## src/sv/pse_pkg.sv

```systemverilog
// Shared constants, codes and controller/datapath interface types of the postfix evaluator.
package pse_pkg;

  localparam int STACK_DEPTH_DEF = 16;
  localparam int DATA_WIDTH_DEF  = 32;

  localparam int KIND_W   = 3;
  localparam int VALUE_W  = 32;
  localparam int TOP_W    = 32;
  localparam int DEPTH_W  = 5;
  localparam int STATUS_W = 2;

  localparam logic [KIND_W-1:0] KIND_NUM = 3'd0;
  localparam logic [KIND_W-1:0] KIND_ADD = 3'd1;
  localparam logic [KIND_W-1:0] KIND_SUB = 3'd2;
  localparam logic [KIND_W-1:0] KIND_MUL = 3'd3;
  localparam logic [KIND_W-1:0] KIND_DIV = 3'd4;
  localparam logic [KIND_W-1:0] KIND_MOD = 3'd5;

  localparam logic [STATUS_W-1:0] STAT_OK        = 2'd0;
  localparam logic [STATUS_W-1:0] STAT_DIV_ZERO  = 2'd1;
  localparam logic [STATUS_W-1:0] STAT_UNDERFLOW = 2'd2;
  localparam logic [STATUS_W-1:0] STAT_OVERFLOW  = 2'd3;

  typedef enum logic [2:0] {
    ST_IDLE,
    ST_DECODE,
    ST_ITER,
    ST_FINISH,
    ST_DONE
  } state_e;

  typedef struct packed {
    logic                tok_load;
    logic                push;
    logic                alu_commit;
    logic                unit_load;
    logic                unit_step;
    logic                unit_commit;
    logic                stat_load;
    logic [STATUS_W-1:0] stat_code;
    logic                out_load;
  } cmd_t;

  typedef struct packed {
    logic [KIND_W-1:0] kind;
    logic              full;
    logic              lt_two;
    logic              div_zero;
    logic              iter_last;
  } flags_t;

endpackage

```

## src/sv/pse_datapath.sv

```systemverilog
// Operand stack, top-of-stack register, shift-add/restoring arithmetic unit and result register.
module pse_datapath #(
  parameter int STACK_DEPTH = pse_pkg::STACK_DEPTH_DEF,
  parameter int DATA_WIDTH  = pse_pkg::DATA_WIDTH_DEF
) (
  input  logic                          clk_i,
  input  logic                          rst_ni,
  input  pse_pkg::cmd_t                 cmd_i,
  output pse_pkg::flags_t               flags_o,
  input  logic [pse_pkg::KIND_W-1:0]    tok_kind_i,
  input  logic [pse_pkg::VALUE_W-1:0]   tok_value_i,
  output logic [pse_pkg::TOP_W-1:0]     top_value_o,
  output logic [pse_pkg::DEPTH_W-1:0]   depth_o,
  output logic [pse_pkg::STATUS_W-1:0]  status_o
);

  localparam int CNT_W  = $clog2(STACK_DEPTH + 1);
  localparam int ADDR_W = $clog2(STACK_DEPTH);
  localparam int ITER_W = $clog2(DATA_WIDTH);

  // The top entry lives in tos_q; the memory holds the entries below it.
  logic [DATA_WIDTH-1:0] mem [STACK_DEPTH];

  logic [pse_pkg::KIND_W-1:0]   kind_q;
  logic [DATA_WIDTH-1:0]        value_q;
  logic [DATA_WIDTH-1:0]        rd_q;
  logic [DATA_WIDTH-1:0]        tos_q, tos_d;
  logic [CNT_W-1:0]             count_q, count_d;
  logic [pse_pkg::STATUS_W-1:0] stat_q;
  logic [DATA_WIDTH-1:0]        x_q, x_d;
  logic [DATA_WIDTH-1:0]        y_q, y_d;
  logic [DATA_WIDTH-1:0]        acc_q, acc_d;
  logic                         na_q, nb_q;
  logic [ITER_W-1:0]            iter_q;
  logic [pse_pkg::TOP_W-1:0]    top_q;
  logic [pse_pkg::DEPTH_W-1:0]  depth_q;
  logic [pse_pkg::STATUS_W-1:0] ostat_q;

  logic [ADDR_W-1:0]     rd_addr, wr_addr;
  logic [DATA_WIDTH-1:0] alu_res, mag_a, mag_b, quot, rem_fix, rem_base, unit_res;
  logic [DATA_WIDTH:0]   shifted;
  logic                  ge;

  assign rd_addr = ADDR_W'(count_q - CNT_W'(2));
  assign wr_addr = ADDR_W'(count_q - CNT_W'(1));

  always_comb begin
    alu_res = (kind_q == pse_pkg::KIND_ADD) ? rd_q + tos_q : rd_q - tos_q;
    mag_a   = rd_q[DATA_WIDTH-1] ? -rd_q : rd_q;
    mag_b   = tos_q[DATA_WIDTH-1] ? -tos_q : tos_q;

    x_d   = x_q;
    y_d   = y_q;
    acc_d = acc_q;
    shifted = {acc_q, x_q[DATA_WIDTH-1]};
    ge      = shifted >= {1'b0, y_q};
    if (kind_q == pse_pkg::KIND_MUL) begin
      acc_d = acc_q + (x_q[0] ? y_q : '0);
      x_d   = x_q >> 1;
      y_d   = y_q << 1;
    end else begin
      acc_d = ge ? DATA_WIDTH'(shifted - {1'b0, y_q}) : shifted[DATA_WIDTH-1:0];
      x_d   = {x_q[DATA_WIDTH-2:0], ge};
    end

    quot = (na_q ^ nb_q) ? -x_q : x_q;
    // Floored modulo: the nonzero remainder is moved to the divisor's sign.
    rem_base = (na_q ^ nb_q) ? tos_q : '0;
    rem_fix  = na_q ? rem_base - acc_q : rem_base + acc_q;
    if (acc_q == '0) begin
      rem_fix = '0;
    end

    case (kind_q)
      pse_pkg::KIND_MUL: unit_res = acc_q;
      pse_pkg::KIND_DIV: unit_res = quot;
      default:           unit_res = rem_fix;
    endcase

    tos_d   = tos_q;
    count_d = count_q;
    if (cmd_i.push) begin
      tos_d   = value_q;
      count_d = count_q + CNT_W'(1);
    end else if (cmd_i.alu_commit) begin
      tos_d   = alu_res;
      count_d = count_q - CNT_W'(1);
    end else if (cmd_i.unit_commit) begin
      tos_d   = unit_res;
      count_d = count_q - CNT_W'(1);
    end
  end

  always_ff @(posedge clk_i) begin
    if (cmd_i.push && count_q != '0) begin
      mem[wr_addr] <= tos_q;
    end
    if (cmd_i.tok_load) begin
      rd_q <= mem[rd_addr];
    end
  end

  always_ff @(posedge clk_i or negedge rst_ni) begin
    if (!rst_ni) begin
      count_q <= '0;
    end else begin
      count_q <= count_d;
    end
  end

  always_ff @(posedge clk_i) begin
    tos_q <= tos_d;
    if (cmd_i.tok_load) begin
      kind_q  <= tok_kind_i;
      value_q <= DATA_WIDTH'($signed(tok_value_i));
    end
    if (cmd_i.stat_load) begin
      stat_q <= cmd_i.stat_code;
    end
    if (cmd_i.unit_load) begin
      iter_q <= ITER_W'(DATA_WIDTH - 1);
      acc_q  <= '0;
      na_q   <= rd_q[DATA_WIDTH-1];
      nb_q   <= tos_q[DATA_WIDTH-1];
      if (kind_q == pse_pkg::KIND_MUL) begin
        x_q <= tos_q;
        y_q <= rd_q;
      end else begin
        x_q <= mag_a;
        y_q <= mag_b;
      end
    end else if (cmd_i.unit_step) begin
      iter_q <= iter_q - ITER_W'(1);
      x_q    <= x_d;
      y_q    <= y_d;
      acc_q  <= acc_d;
    end
    if (cmd_i.out_load) begin
      top_q   <= (count_q == '0) ? '0 : pse_pkg::TOP_W'($signed(tos_q));
      depth_q <= pse_pkg::DEPTH_W'(count_q);
      ostat_q <= stat_q;
    end
  end

  assign flags_o.kind      = kind_q;
  assign flags_o.full      = count_q == CNT_W'(STACK_DEPTH);
  assign flags_o.lt_two    = count_q < CNT_W'(2);
  assign flags_o.div_zero  = tos_q == '0;
  assign flags_o.iter_last = iter_q == '0;

  assign top_value_o = top_q;
  assign depth_o     = depth_q;
  assign status_o    = ostat_q;

endmodule

```

## src/sv/pse_ctrl.sv

```systemverilog
// Token sequencer: decodes each token and drives the datapath and the output handshake.
module pse_ctrl (
  input  logic            clk_i,
  input  logic            rst_ni,
  input  logic            in_valid_i,
  output logic            in_ready_o,
  output logic            out_valid_o,
  input  logic            out_ready_i,
  input  pse_pkg::flags_t flags_i,
  output pse_pkg::cmd_t   cmd_o
);

  pse_pkg::state_e state_q, state_d;
  logic            out_valid_q, out_valid_d;

  always_ff @(posedge clk_i or negedge rst_ni) begin
    if (!rst_ni) begin
      state_q     <= pse_pkg::ST_IDLE;
      out_valid_q <= 1'b0;
    end else begin
      state_q     <= state_d;
      out_valid_q <= out_valid_d;
    end
  end

  always_comb begin
    state_d     = state_q;
    out_valid_d = out_valid_q && !out_ready_i;
    cmd_o       = '0;
    in_ready_o  = 1'b0;
    case (state_q)
      pse_pkg::ST_IDLE: begin
        in_ready_o = 1'b1;
        if (in_valid_i) begin
          cmd_o.tok_load = 1'b1;
          state_d        = pse_pkg::ST_DECODE;
        end
      end
      pse_pkg::ST_DECODE: begin
        cmd_o.stat_load = 1'b1;
        cmd_o.stat_code = pse_pkg::STAT_OK;
        state_d         = pse_pkg::ST_DONE;
        case (flags_i.kind)
          pse_pkg::KIND_NUM: begin
            if (flags_i.full) begin
              cmd_o.stat_code = pse_pkg::STAT_OVERFLOW;
            end else begin
              cmd_o.push = 1'b1;
            end
          end
          pse_pkg::KIND_ADD, pse_pkg::KIND_SUB: begin
            if (flags_i.lt_two) begin
              cmd_o.stat_code = pse_pkg::STAT_UNDERFLOW;
            end else begin
              cmd_o.alu_commit = 1'b1;
            end
          end
          pse_pkg::KIND_MUL: begin
            if (flags_i.lt_two) begin
              cmd_o.stat_code = pse_pkg::STAT_UNDERFLOW;
            end else begin
              cmd_o.unit_load = 1'b1;
              state_d         = pse_pkg::ST_ITER;
            end
          end
          pse_pkg::KIND_DIV, pse_pkg::KIND_MOD: begin
            if (flags_i.lt_two) begin
              cmd_o.stat_code = pse_pkg::STAT_UNDERFLOW;
            end else if (flags_i.div_zero) begin
              cmd_o.stat_code = pse_pkg::STAT_DIV_ZERO;
            end else begin
              cmd_o.unit_load = 1'b1;
              state_d         = pse_pkg::ST_ITER;
            end
          end
          default: begin
            // Unknown kinds leave the stack alone and report ok.
          end
        endcase
      end
      pse_pkg::ST_ITER: begin
        cmd_o.unit_step = 1'b1;
        if (flags_i.iter_last) begin
          state_d = pse_pkg::ST_FINISH;
        end
      end
      pse_pkg::ST_FINISH: begin
        cmd_o.unit_commit = 1'b1;
        state_d           = pse_pkg::ST_DONE;
      end
      pse_pkg::ST_DONE: begin
        if (!out_valid_q || out_ready_i) begin
          cmd_o.out_load = 1'b1;
          out_valid_d    = 1'b1;
          state_d        = pse_pkg::ST_IDLE;
        end
      end
      default: begin
        state_d = pse_pkg::ST_IDLE;
      end
    endcase
  end

  assign out_valid_o = out_valid_q;

endmodule

```

## src/sv/postfix_stack_evaluator.sv

```systemverilog
// Push, add, subtract, ignored kinds and all errors go from the sequencer's decode state
// straight to its done state; multiply, divide and modulo pass through its iterate and finish
// states in between, run by the one-bit-per-cycle shift-add / restoring unit. One token is in
// work at a time, so a new token is taken only once the last has been loaded into the output
// register, which lets it enter while the previous result still waits. Reset clears the depth,
// the sequencer and the output valid; stack contents are not cleared.
module postfix_stack_evaluator #(
  parameter int STACK_DEPTH = pse_pkg::STACK_DEPTH_DEF,
  parameter int DATA_WIDTH  = pse_pkg::DATA_WIDTH_DEF
) (
  input  logic        clk_i,
  input  logic        rst_ni,
  input  logic        s_axis_tvalid,
  output logic        s_axis_tready,
  input  logic [31:0] s_axis_tdata,  // [31:0] value
  input  logic [2:0]  s_axis_tuser,  // [2:0] kind
  output logic        m_axis_tvalid,
  input  logic        m_axis_tready,
  output logic [39:0] m_axis_tdata   // [31:0] top_value, [36:32] depth, [38:37] status
);

  pse_pkg::cmd_t                cmd;
  pse_pkg::flags_t              flags;
  logic [pse_pkg::TOP_W-1:0]    top_value;
  logic [pse_pkg::DEPTH_W-1:0]  depth;
  logic [pse_pkg::STATUS_W-1:0] status;

  pse_ctrl u_ctrl (
    .clk_i       (clk_i),
    .rst_ni      (rst_ni),
    .in_valid_i  (s_axis_tvalid),
    .in_ready_o  (s_axis_tready),
    .out_valid_o (m_axis_tvalid),
    .out_ready_i (m_axis_tready),
    .flags_i     (flags),
    .cmd_o       (cmd)
  );

  pse_datapath #(
    .STACK_DEPTH (STACK_DEPTH),
    .DATA_WIDTH  (DATA_WIDTH)
  ) u_datapath (
    .clk_i       (clk_i),
    .rst_ni      (rst_ni),
    .cmd_i       (cmd),
    .flags_o     (flags),
    .tok_kind_i  (s_axis_tuser),
    .tok_value_i (s_axis_tdata),
    .top_value_o (top_value),
    .depth_o     (depth),
    .status_o    (status)
  );

  assign m_axis_tdata = {1'b0, status, depth, top_value};

endmodule

```

## config.mk

```make
export PLATFORM = sky130hd
export DESIGN_NAME = postfix_stack_evaluator
export DESIGN_NICKNAME = d
export VERILOG_FILES = /design/src/sv/pse_pkg.sv /design/src/sv/pse_datapath.sv /design/src/sv/pse_ctrl.sv /design/src/sv/postfix_stack_evaluator.sv
export SDC_FILE = /design/constraint.sdc
export NUM_CORES = 1
export LEC_CHECK = 0
export BUFFER_PORTS_ARGS = -buffer_cell sky130_fd_sc_hd__buf_2
export CORE_MARGIN = 2
export CORE_UTILIZATION = 30
export CTS_CLUSTER_SIZE = 10
export DETAILED_ROUTE_END_ITERATION = 7
export GPL_TIMING_DRIVEN = 0
export HOLD_SLACK_MARGIN = 0.15
export PLACE_DENSITY = 0.48
export SLEW_MARGIN = 20
export SYNTH_ARGS = -nofsm -noshare
export SYNTH_HDL_FRONTEND = slang
export SYNTH_SLANG_ARGS = --single-unit
```

## constraint.sdc

```tcl
create_clock -name clk_i -period 9.2 [get_ports clk_i]
set_input_delay 0.46 -clock clk_i [delete_from_list [all_inputs] [get_ports clk_i]]
set_output_delay 0.46 -clock clk_i [all_outputs]
set_load 0.05 [all_outputs]
```

Word-level counts from Yosys, hierarchy flattened

Memory sizes are Yosys's and may differ from the RTL's. A register that Yosys moved wholly into a read port is not among the register bits.
Cells that the tools add are included.

Bits in registers: 220
Bits in writable memories: 512
Input port bits: 39
Output and inout bits: 42
Logic and storage cells: 124
Memories: 1

Add/subtract/negate cells: 13
Order comparisons: 2
Equal/unequal tests: 13
Multiplexer cells: 58
Bitwise gates (word level): 1
Reduce and logical (&&, ||, !) cells: 20

Memory list:

| memory         | depth | width | rd ports | clocked after Yosys merged registers in | write ports | line               | text |
|---|---|---|---|---|---|---|---|
| u_datapath.mem | 16    | 32    | 1        | 1                                       | 1           | pse_datapath.sv:22 | `logic [DATA_WIDTH-1:0] mem [STACK_DEPTH];` |

Operator list:

| operator                                                                     | number |
|---|---|
| 32-bit 2-to-1 mux                                                            | 21 |
| 32-bit adder                                                                 | 3 |
| 32-bit negation                                                              | 3 |
| 32-bit subtractor                                                            | 3 |
| 32-bit logical NOT                                                           | 2 |
| 32-bit case mux with 2 select lines                                          | 1 |
| 33-bit by 32-bit >= comparator with 1-bit output                             | 1 |
| 3-bit 2-to-1 mux                                                             | 8 |
| 1-bit 2-to-1 mux                                                             | 18 |
| 5-bit 2-to-1 mux                                                             | 3 |
| 3-bit case mux with 5 select lines                                           | 1 |
| 3-bit by 2-bit == test with 1-bit output, second input constant              | 4 |
| 5-bit logical NOT                                                            | 2 |
| 5-bit by 1-bit subtractor with 5-bit output, second input constant           | 2 |
| 3-bit == test, second input constant                                         | 3 |
| 3-bit by 1-bit == test with 1-bit output, second input constant              | 2 |
| 3-bit logical NOT                                                            | 2 |
| 2-bit 2-to-1 mux                                                             | 3 |
| 2-bit case mux with 3 select lines                                           | 1 |
| 3-bit case mux with 2 select lines                                           | 1 |
| 5-bit by 1-bit adder with 5-bit output, second input constant                | 1 |
| 5-bit == test, second input constant                                         | 1 |
| 5-bit by 2-bit less-than comparator with 1-bit output, second input constant | 1 |
| 5-bit nonzero test                                                           | 1 |
| 14 further kinds                                                             | 19 |

Depth between registers and ports, before layout

Gate-level depths: netlist of run 1.

Depth after elaboration: 9
Depth in mapped cells: 19
Depth with buffers taken out: 19

Hierarchy

Synthesis of run 1 repeated with hierarchy kept, for this count alone.

Cells, all modules: 3,090
Area total of the unflattened synthesis: 40,478.8 um^2

Modules (own cells, without submodules):

| module                  | instances | cells an instance | area an instance (um^2) | seq. area each (um^2) |
|---|---|---|---|---|
| pse_datapath            | 1         | 3,048             | 40,141.0                | 22,426.5 |
| pse_ctrl                | 1         | 40                | 326.6                   | 100.1 |
| postfix_stack_evaluator | 1         | 2                 | 11.3                    | 0.0 |

Worst setup path before layout of run 1

No wires, ideal clock.

Path kind: reg2reg
Start: register u_datapath.tos_q[1]
End: register u_datapath.tos_q[29] (data pin)
Setup time: 259 ps
Data arrival time: 4,325 ps
Data required time: 8,941 ps
Path slack: 4,616 ps
Stages on the path, launching flop included: 20
Path buffers: 1
Period minus slack after synthesis: 4,584 ps
Path through: edfxtp_1 > inv_1 > ha_1 > nand2_1 > nor4b_1 > nand4_1 > o21ai_0 > xnor2_1 > ha_1 > clkbuf_1 > a21oi_1 > o21ai_0 > a21oi_1 > nor2b_1 > nor3_1 > o21bai_1 > a2111oi_0 > a21oi_1 > or3b_2 > nand2_1

Cells in the longest elaborated chain, start to end: 8
Elaborated cells between the ends (all ways): 12
Those cells by class: add/sub (4); mux (8)

RTL lines:

| item                                              | line                | text |
|---|---|---|
| start, declared                                   | pse_datapath.sv:27  | `logic [DATA_WIDTH-1:0] tos_q, tos_d;` |
| start signal, assigned                            | pse_datapath.sv:112 | `tos_q <= tos_d;` |
| 32-bit 2-to-1 mux                                 | pse_datapath.sv:68  | `rem_base = (na_q ^ nb_q) ? tos_q : '0;` |
| 32-bit adder or 32-bit subtractor (tied branches) | pse_datapath.sv:69  | `rem_fix = na_q ? rem_base - acc_q : rem_base + acc_q;` |
| 32-bit 2-to-1 mux                                 | pse_datapath.sv:69  |  |
| 32-bit 2-to-1 mux                                 | pse_datapath.sv:70  | `if (acc_q == '0) begin` |
| 32-bit case mux with 2 select lines               | pse_datapath.sv:74  | `case (kind_q)` |
| 32-bit 2-to-1 mux                                 | pse_datapath.sv:88  | `end else if (cmd_i.unit_commit) begin` |
| 32-bit 2-to-1 mux *                               | pse_datapath.sv:85  | `end else if (cmd_i.alu_commit) begin` |
| 32-bit 2-to-1 mux *                               | pse_datapath.sv:82  | `if (cmd_i.push) begin` |
| via u_datapath.tos_d[29]                          | pse_datapath.sv:27  |  |

The timed path passes the listed nets; every way through them passes the cells marked *. The select of a mux whose other input is x is not followed.
A chain may end at the register's enable or synchronous reset.

Final worst setup path of run 1

Start: register u_datapath.tos_q[15]
End: register u_datapath.tos_q[29] (data pin)

The elaborated chain is that of the path after synthesis.

==> results of run 1 <==
layer usage:
layer / part of all wire, % / wire (um) / vias to the layer above / GRT usage, %
met5: 0.0095 / 13 / - / 0
met4: 3.3 / 4470 / 2 / 6.95
met3: 5.5 / 7560 / 212 / 2.26
met2: 49 / 67500 / 887 / 33.1
met1: 42 / 57800 / 14044 / 25.5
li1: - / - / 12727 / -
state kept, by name, indices dropped and copies added (netlist names), 2 cells and up:
name                    count
u_datapath.depth_o          5
u_ctrl.state_q              3
u_datapath.tos_q           32
u_datapath.y_q             32
u_datapath.acc_q           32
u_datapath.kind_q           3
u_datapath.iter_q           5
u_datapath.rd_q            32
u_datapath.x_q             32
u_datapath.stat_q           2
u_datapath.count_q          5
u_datapath.mem            512
u_datapath.value_q         32
u_datapath.top_value_o     32
u_datapath.status_o         2
stage by stage:
step / setup slack, ns / total power [W] / cell area, sq um / util (%) / instances
floorplan: 4.62 / 0.0113 / 40800 / - / 3171
global placement: 2.07 / 0.0142 / 43400 / 32.1 / 5031
detailed placement: 3.24 / 0.0143 / 44300 / 32.8 / 5063
CTS: 3.23 / 0.0177 / 47400 / 35.1 / 5225
global route: 2.59 / 0.0187 / 47400 / 35.1 / 5226
finish: 3.04 / 0.0177 / 47400 / 35.1 / 5228
worst max path at each step:
stage	from	to	cells after the start
finish	u_datapath.tos_q[15]	u_datapath.tos_q[29]	18
global route	u_datapath.tos_q[15]	u_datapath.tos_q[29]	18
CTS	u_datapath.na_q	u_datapath.tos_q[26]	17
detailed placement	u_datapath.na_q	u_datapath.tos_q[26]	17
global placement	u_datapath.count_q[1]	u_datapath.mem[9][7]	8
floorplan	u_datapath.tos_q[1]	u_datapath.tos_q[29]	19
power by group:
| group | switching [W] | internal [W] |
|---|---|---|
| Sequential | 0.000865 | 0.00475 |
| Clock | 0.00142 | 0.00192 |
| Combinational | 0.00528 | 0.00344 |
cell usage after synthesis (39+ instances only):
cell type	instances	area, sq um
mux4_2	186	4190
edfxtp_1	718	21600
o21ai_0	175	876
nor2_1	212	796
clkbuf_1	134	503
a21oi_1	198	991
xnor2_1	181	1590
ha_1	139	1740
inv_1	88	330
nor3_1	54	270
a31oi_1	41	257
xor2_1	75	657
nand3_1	52	260
nand2_1	242	908
a21o_1	46	345
nor2b_1	60	375
o211ai_1	46	345
and2_1	39	244
placed cells by master, fill, tap and decap left out, types with 28 or more instances in the layout:
cell type,instances
clkbuf_1,140
nand3_1,52
dlygate4sd3_1,37
nand2_1,240
a31oi_1,41
xor2_1,75
clkbuf_16,93
ha_1,139
xnor2_1,181
mux4_2,186
buf_2,91
nor2b_1,59
edfxtp_1,718
a21oi_1,197
o21ai_0,175
and2_1,38
nor3_1,54
inv_1,87
dfxtp_1,37
a21o_1,46
o31ai_1,28
nor2_1,196
o211ai_1,46
worst max-delay path: cells and delay by family (launching register included):
kind / cells / cell delay [ns]
AO/OA/AOI/OAI: 7 / 2.02
adder cells (fa/ha/maj): 1 / 0.24
AND/OR/NAND/NOR: 7 / 2.19
XOR/XNOR: 1 / 0.16
buffers and inverters: 2 / 0.64
flip-flops: 1 / 0.63
repair_timing:
| action | CTS | global route |
|---|---|---|
| hold buffers | 37 | 0 |
| endpoints found under the hold margin | 46 | 0 |
| setup buffers | 0 | 0 |
cell type report:
type,instances,area share (%)
tap,1781,4.70
clock inverter,19,0.544
antenna,2,0.0106
timing repair buffer,149,3.31
buffer,176,1.70
inverter,89,0.705
clock buffer,106,5.06
sequential,764,47.5
multi-input combinational,2142,36.4
cells by family after synthesis:
| logic type | after synthesis | share of synthesized area [%] |
|---|---|---|
| xor gates and xnor gates | 256 | 5.50 |
| muxes | 203 | 10.8 |
| buffers and inverters | 265 | 2.76 |
| adders and majority gates | 143 | 4.46 |
| DFF | 764 | 55.3 |
| and+or+nand+nor | 815 | 9.81 |
| other | 1 | 0.00920 |
| AOI/OAI and AO/OA | 724 | 11.4 |
==> impl_metrics.csv, run 1 <==
group,metric,value,unit
global_route,grt_pass1_vias,27762,
floorplan,dieHeight,373,um
worst_setup_path,crit_chain,"clkbuf_1 > or4_1 > nor4_1 > nand4_1 > o21ai_0 > xnor2_1 > ha_1 > clkbuf_1 > a21oi_1 > o21ai_0 > a21oi_1 > nor2b_1 > nor3_1 > o21bai_1 > a2111oi_0 > a21oi_1 > or3b_2 > nand2_1",
cts,ctsResizeCount,0,
synth,ys_seq_elements,764,
synth,post_synth_instance_area,40800,sq um
floorplan,io_pins,81,
timing,report.final.slew_viol_count,0,
floorplan,fp-row-count,135,
timing,timing.final.crit_period,6.16,ns
worst_setup_path,worstPathArrival,6.58,ns
placement,routabilityCongestion,0.944,
timing,clock.fmax,162,MHz
worst_setup_path,endpoint_kind,"flip-flop",
worst_setup_path,rr_startpoint,"u_datapath.tos_q[15]",
cts,cts_max_level,3,
synth,synth_edf_count,718,
timing,rsz0062_at_grt,"no",
route,drt_first_pass_iters,7,
placement,dp_hpwl,103000,um
cts,cts_tree,"yes",
worst_setup_path,path_max_fanout,17,
floorplan,core,135000,sq um
cts,clockBufferDepth,3,
cts,cts-root-buf,"clkbuf_16",
floorplan,die_w,373,um
run_status,status,"finished clean",
cts,clock-sinks,764,
power,leakagePower,16.3,nW
timing,whs,0.217,ns
worst_setup_path,crit_path_max_incr_delay,0.84,ns
route,post-route-drc-count,0,
timing,setup-tns-final,0,ns
worst_setup_path,crit_type,"reg2reg",
route,drt-total-wl,137000,um
synth,synth_cell_types,95,
final_layout,nNetsFinal,3595,
global_route,grt.total_usage,19.4,%
route,ant_nets,0,
final_layout,syn2layout_area_growth,16.2,%
timing,setup_viol,0,
synth,avgSynthCellArea,12.9,sq um
route,drt_iter0_drc,2903,
global_route,antenna_found_initial,5,
timing,fin_crit_sh,67.0,%
worst_setup_path,r2r_cells,18,
worst_setup_path,start_kind,"flip-flop",
timing,slew-limit-headroom,17.1,%
final_layout,seqCellArea,22500,sq um
floorplan,die_area,139000,sq um
timing,hold_viol_final,0,
synth,synth_cells,3171,
worst_setup_path,r2r-end,"u_datapath.tos_q[29]",
synth,syn_nets,3353,
worst_setup_path,cp_slowest_cell,"a2111oi_0",
cts,numCtsBuffers,91,
final_layout,drive_above_1_share,14.9,%
timing,worst_pin_slew,1.24,ns
route,avgViaCountPerCell,5.33,
placement,io_buffers,79,
synth,ys_seq_area_share,55.3,%
route,vias,27872,
floorplan,start_util,30.2,%
flow_run,maxCapViolCount,0,
power,power_density,373,nW/um^2
timing,skew,0.0205,ns
cts,clk_latency,0.67,ns
global_route,grt_max_degree,54,
global_route,overflow,0,
worst_setup_path,ff2ff_setup_slack,3.04,ns
synth,synth_warnings,0,
final_layout,multi_input_area,17300,sq um
final_layout,fillers,13216,
worst_setup_path,path_common_cell,"a21oi_1",
worst_setup_path,critPathRequiredTime,9.62,ns
global_route,grt_pass1_wl,197000,um
power,ir_worst_vdd,0.144,mV
synth,synthArstFlopShare,1.18,%
cts,cts.clk_slew.worst_paths,0.06,ns
route,avgRoutedWirePerCell,26.3,um
synth,synth_ff_type,"edfxtp_1",
hold_path,hp-class,"in2async",
(Power assumes the default switching activity.)
==> run 2, diff against run 1 <==
- clock period: 9.2 -> 6.4 ns (I/O delays scaled with it)
==> run 2 against run 1 <==
Against the previous run: combinational power up 43%; first-iteration DRC count up 5.5%; maximum frequency up 1.4%; sequential power up 44%; wire length unchanged; clock skew up 0.0010 ns; register-to-register slack worse by 2.7 ns; critical path type unchanged; critical endpoint is now u_datapath.tos_q[26].
==> impl_metrics.csv, run 2 (synthesized netlist as in run 1, its figures left out) <==
group,metric,value,unit
run_status,status,"finished clean",
route,drt-total-wl,137000,um
final_layout,mostFrequentLayoutCells,"718 x edfxtp_1, 240 x nand2_1, 197 x a21oi_1, 196 x nor2_1, 186 x mux4_2",
cts,cts_max_level,3,
worst_setup_path,ff2ff_setup_slack,0.32,ns
worst_setup_path,path_max_fanout,10,
worst_setup_path,rr_startpoint,"u_datapath.na_q",
timing,skew,0.0216,ns
floorplan,fp-row-count,135,
global_route,grt_pass1_wl,197000,um
cts,clockBufferDepth,3,
timing,setup_viol,0,
floorplan,die_area,139000,sq um
worst_setup_path,crit_buf_inv,3,
cts,cts.clk_slew.worst_paths,0.06,ns
timing,clock.fmax,165,MHz
route,drt_iter0_drc,3062,
worst_setup_path,crit_type,"reg2reg",
cts,clk_latency,0.68,ns
final_layout,drive_above_1_share,14.9,%
global_route,grt_pass1_vias,27763,
timing,slew-limit-headroom,16.3,%
global_route,overflow,0,
final_layout,syn2layout_area_growth,16.3,%
hold_path,hp-class,"in2reg",
worst_setup_path,cp_slowest_cell,"o21ai_0",
placement,routabilityCongestion,0.944,
worst_setup_path,endpoint_kind,"flip-flop",
timing,report.final.slew_viol_count,0,
hold_path,holdPathStages,2,
route,ant_nets,0,
worst_setup_path,crit_chain,"clkbuf_8 > xor2_1 > clkbuf_1 > clkbuf_1 > nand2_1 > ha_1 > fa_1 > nor2b_1 > o21ai_0 > a21o_1 > a31oi_1 > a31oi_1 > o21ai_0 > nand3_1 > mux2_2 > o21ai_0 > a31oi_1",
hold_path,hold_end,"u_datapath.value_q[28]",
route,avgViaCountPerCell,5.33,
timing,hold_viol_final,0,
cts,cts_tree,"yes",
global_route,grt.total_usage,19.4,%
route,avgRoutedWirePerCell,26.3,um
floorplan,die_w,373,um
timing,timing.final.crit_period,6.08,ns
timing,setup-tns-final,0,ns
hold_path,hold_start,"s_axis_tdata[28]",
floorplan,core,135000,sq um
floorplan,dieHeight,373,um
floorplan,io_pins,81,
worst_setup_path,crit_path_max_incr_delay,0.78,ns
floorplan,start_util,30.2,%
placement,dp_hpwl,103000,um
timing,worst_pin_slew,1.25,ns
timing,rsz0062_at_grt,"no",
power,power_density,536,nW/um^2
route,drt_first_pass_iters,6,
placement,io_buffers,79,
final_layout,nNetsFinal,3597,
route,post-route-drc-count,0,
worst_setup_path,worstPathArrival,6.44,ns
worst_setup_path,critPathTopFamily,"compound AO/OA/AOI/OAI gates",
worst_setup_path,r2r-end,"u_datapath.tos_q[26]",
cts,numCtsBuffers,91,
timing,fin_crit_sh,94.9,%
global_route,antenna_found_initial,5,
power,ir_worst_vdd,0.207,mV
final_layout,regMostFlops,"u_datapath.mem",
final_layout,utilization,35.1,%
cts,clock-sinks,764,
worst_setup_path,r2r_cells,17,
worst_setup_path,critPathRequiredTime,6.77,ns
route,vias,27896,
final_layout,final_common_cell,"edfxtp_1",
power,leakagePower,16.3,nW
worst_setup_path,start_kind,"flip-flop",
flow_run,maxCapViolCount,0,
global_route,grt_max_degree,54,
cts,cts-root-buf,"clkbuf_16",
final_layout,largest_reg_flops,512,
## run 2: changes by cell type in the layout (fill, tap and decap cells not counted)
cell,previous run,this run
a2111oi_1,0,1
a2111oi_0,7,6
dlygate4sd3_1,37,39
nor4_1,11,10
nor4_2,1,2
diode_2,2,3
## run 2: metrics by stage
stage          power (W)  setup slack (ns)  std cells  cell area (sq um)  hold slack, ns
2_1_floorplan     0.0163              1.82       3171              40800          0.0244
3_3_place_gp      0.0204            -0.727       5031              43400           0.234
3_5_place_dp      0.0205             0.440       5063              44300           0.233
4_1_cts           0.0254             0.428       5227              47400           0.329
5_1_grt           0.0269            0.0881       5228              47400           0.352
6_report          0.0254             0.324       5231              47400           0.375
## run 2: per-layer routing
| metal | part of all wire (%) | up-vias | GRT usage, % |
|---|---|---|---|
| met2 | 49 | 915 | 33.1 |
| met4 | 3.3 | 2 | 6.95 |
| met5 | 0.0095 | - | 0 |
| met1 | 42 | 14035 | 25.5 |
| li1 | - | 12721 | - |
| met3 | 5.8 | 223 | 2.26 |
## run 2: worst max path at each step
| stage | startpoint | endpoint | slack (ns) | cells after the start |
|---|---|---|---|---|
| global route | u_datapath.na_q | u_datapath.tos_q[26] | 0.09 | 17 |
| finish | u_datapath.na_q | u_datapath.tos_q[26] | 0.32 | 17 |
| floorplan | u_datapath.tos_q[1] | u_datapath.tos_q[29] | 1.82 | 19 |
| CTS | u_datapath.na_q | u_datapath.tos_q[26] | 0.43 | 17 |
| global placement | u_datapath.count_q[1] | u_datapath.mem[9][7] | -0.73 | 8 |
| detailed placement | u_datapath.na_q | u_datapath.tos_q[26] | 0.44 | 17 |
## run 2: repair_timing
action | in CTS | in global routing
hold buffers | 39 | 0
endpoints found under the setup margin | 0 | 1
resized for setup | 0 | 2
buffers inserted | 0 | 0
hold endpoints to repair | 47 | 0
## run 2: power by group
part,internal [W],switching [W]
Clock,0.00276,0.00204
Combinational,0.00495,0.00759
Sequential,0.00683,0.00124
Total,0.0145,0.0109
## run 2: layout make-up
class | instances | area (sq um)
Fill cell | 13213 | 87700
Buffer | 176 | 805
Sequential cell | 764 | 22500
Clock inverter | 19 | 258
Clock buffer | 106 | 2400
Multi-Input combinational cell | 2142 | 17300
Timing Repair Buffer | 151 | 1590
Antenna cell | 3 | 7.51
Tap cell | 1781 | 2230
Inverter | 89 | 334
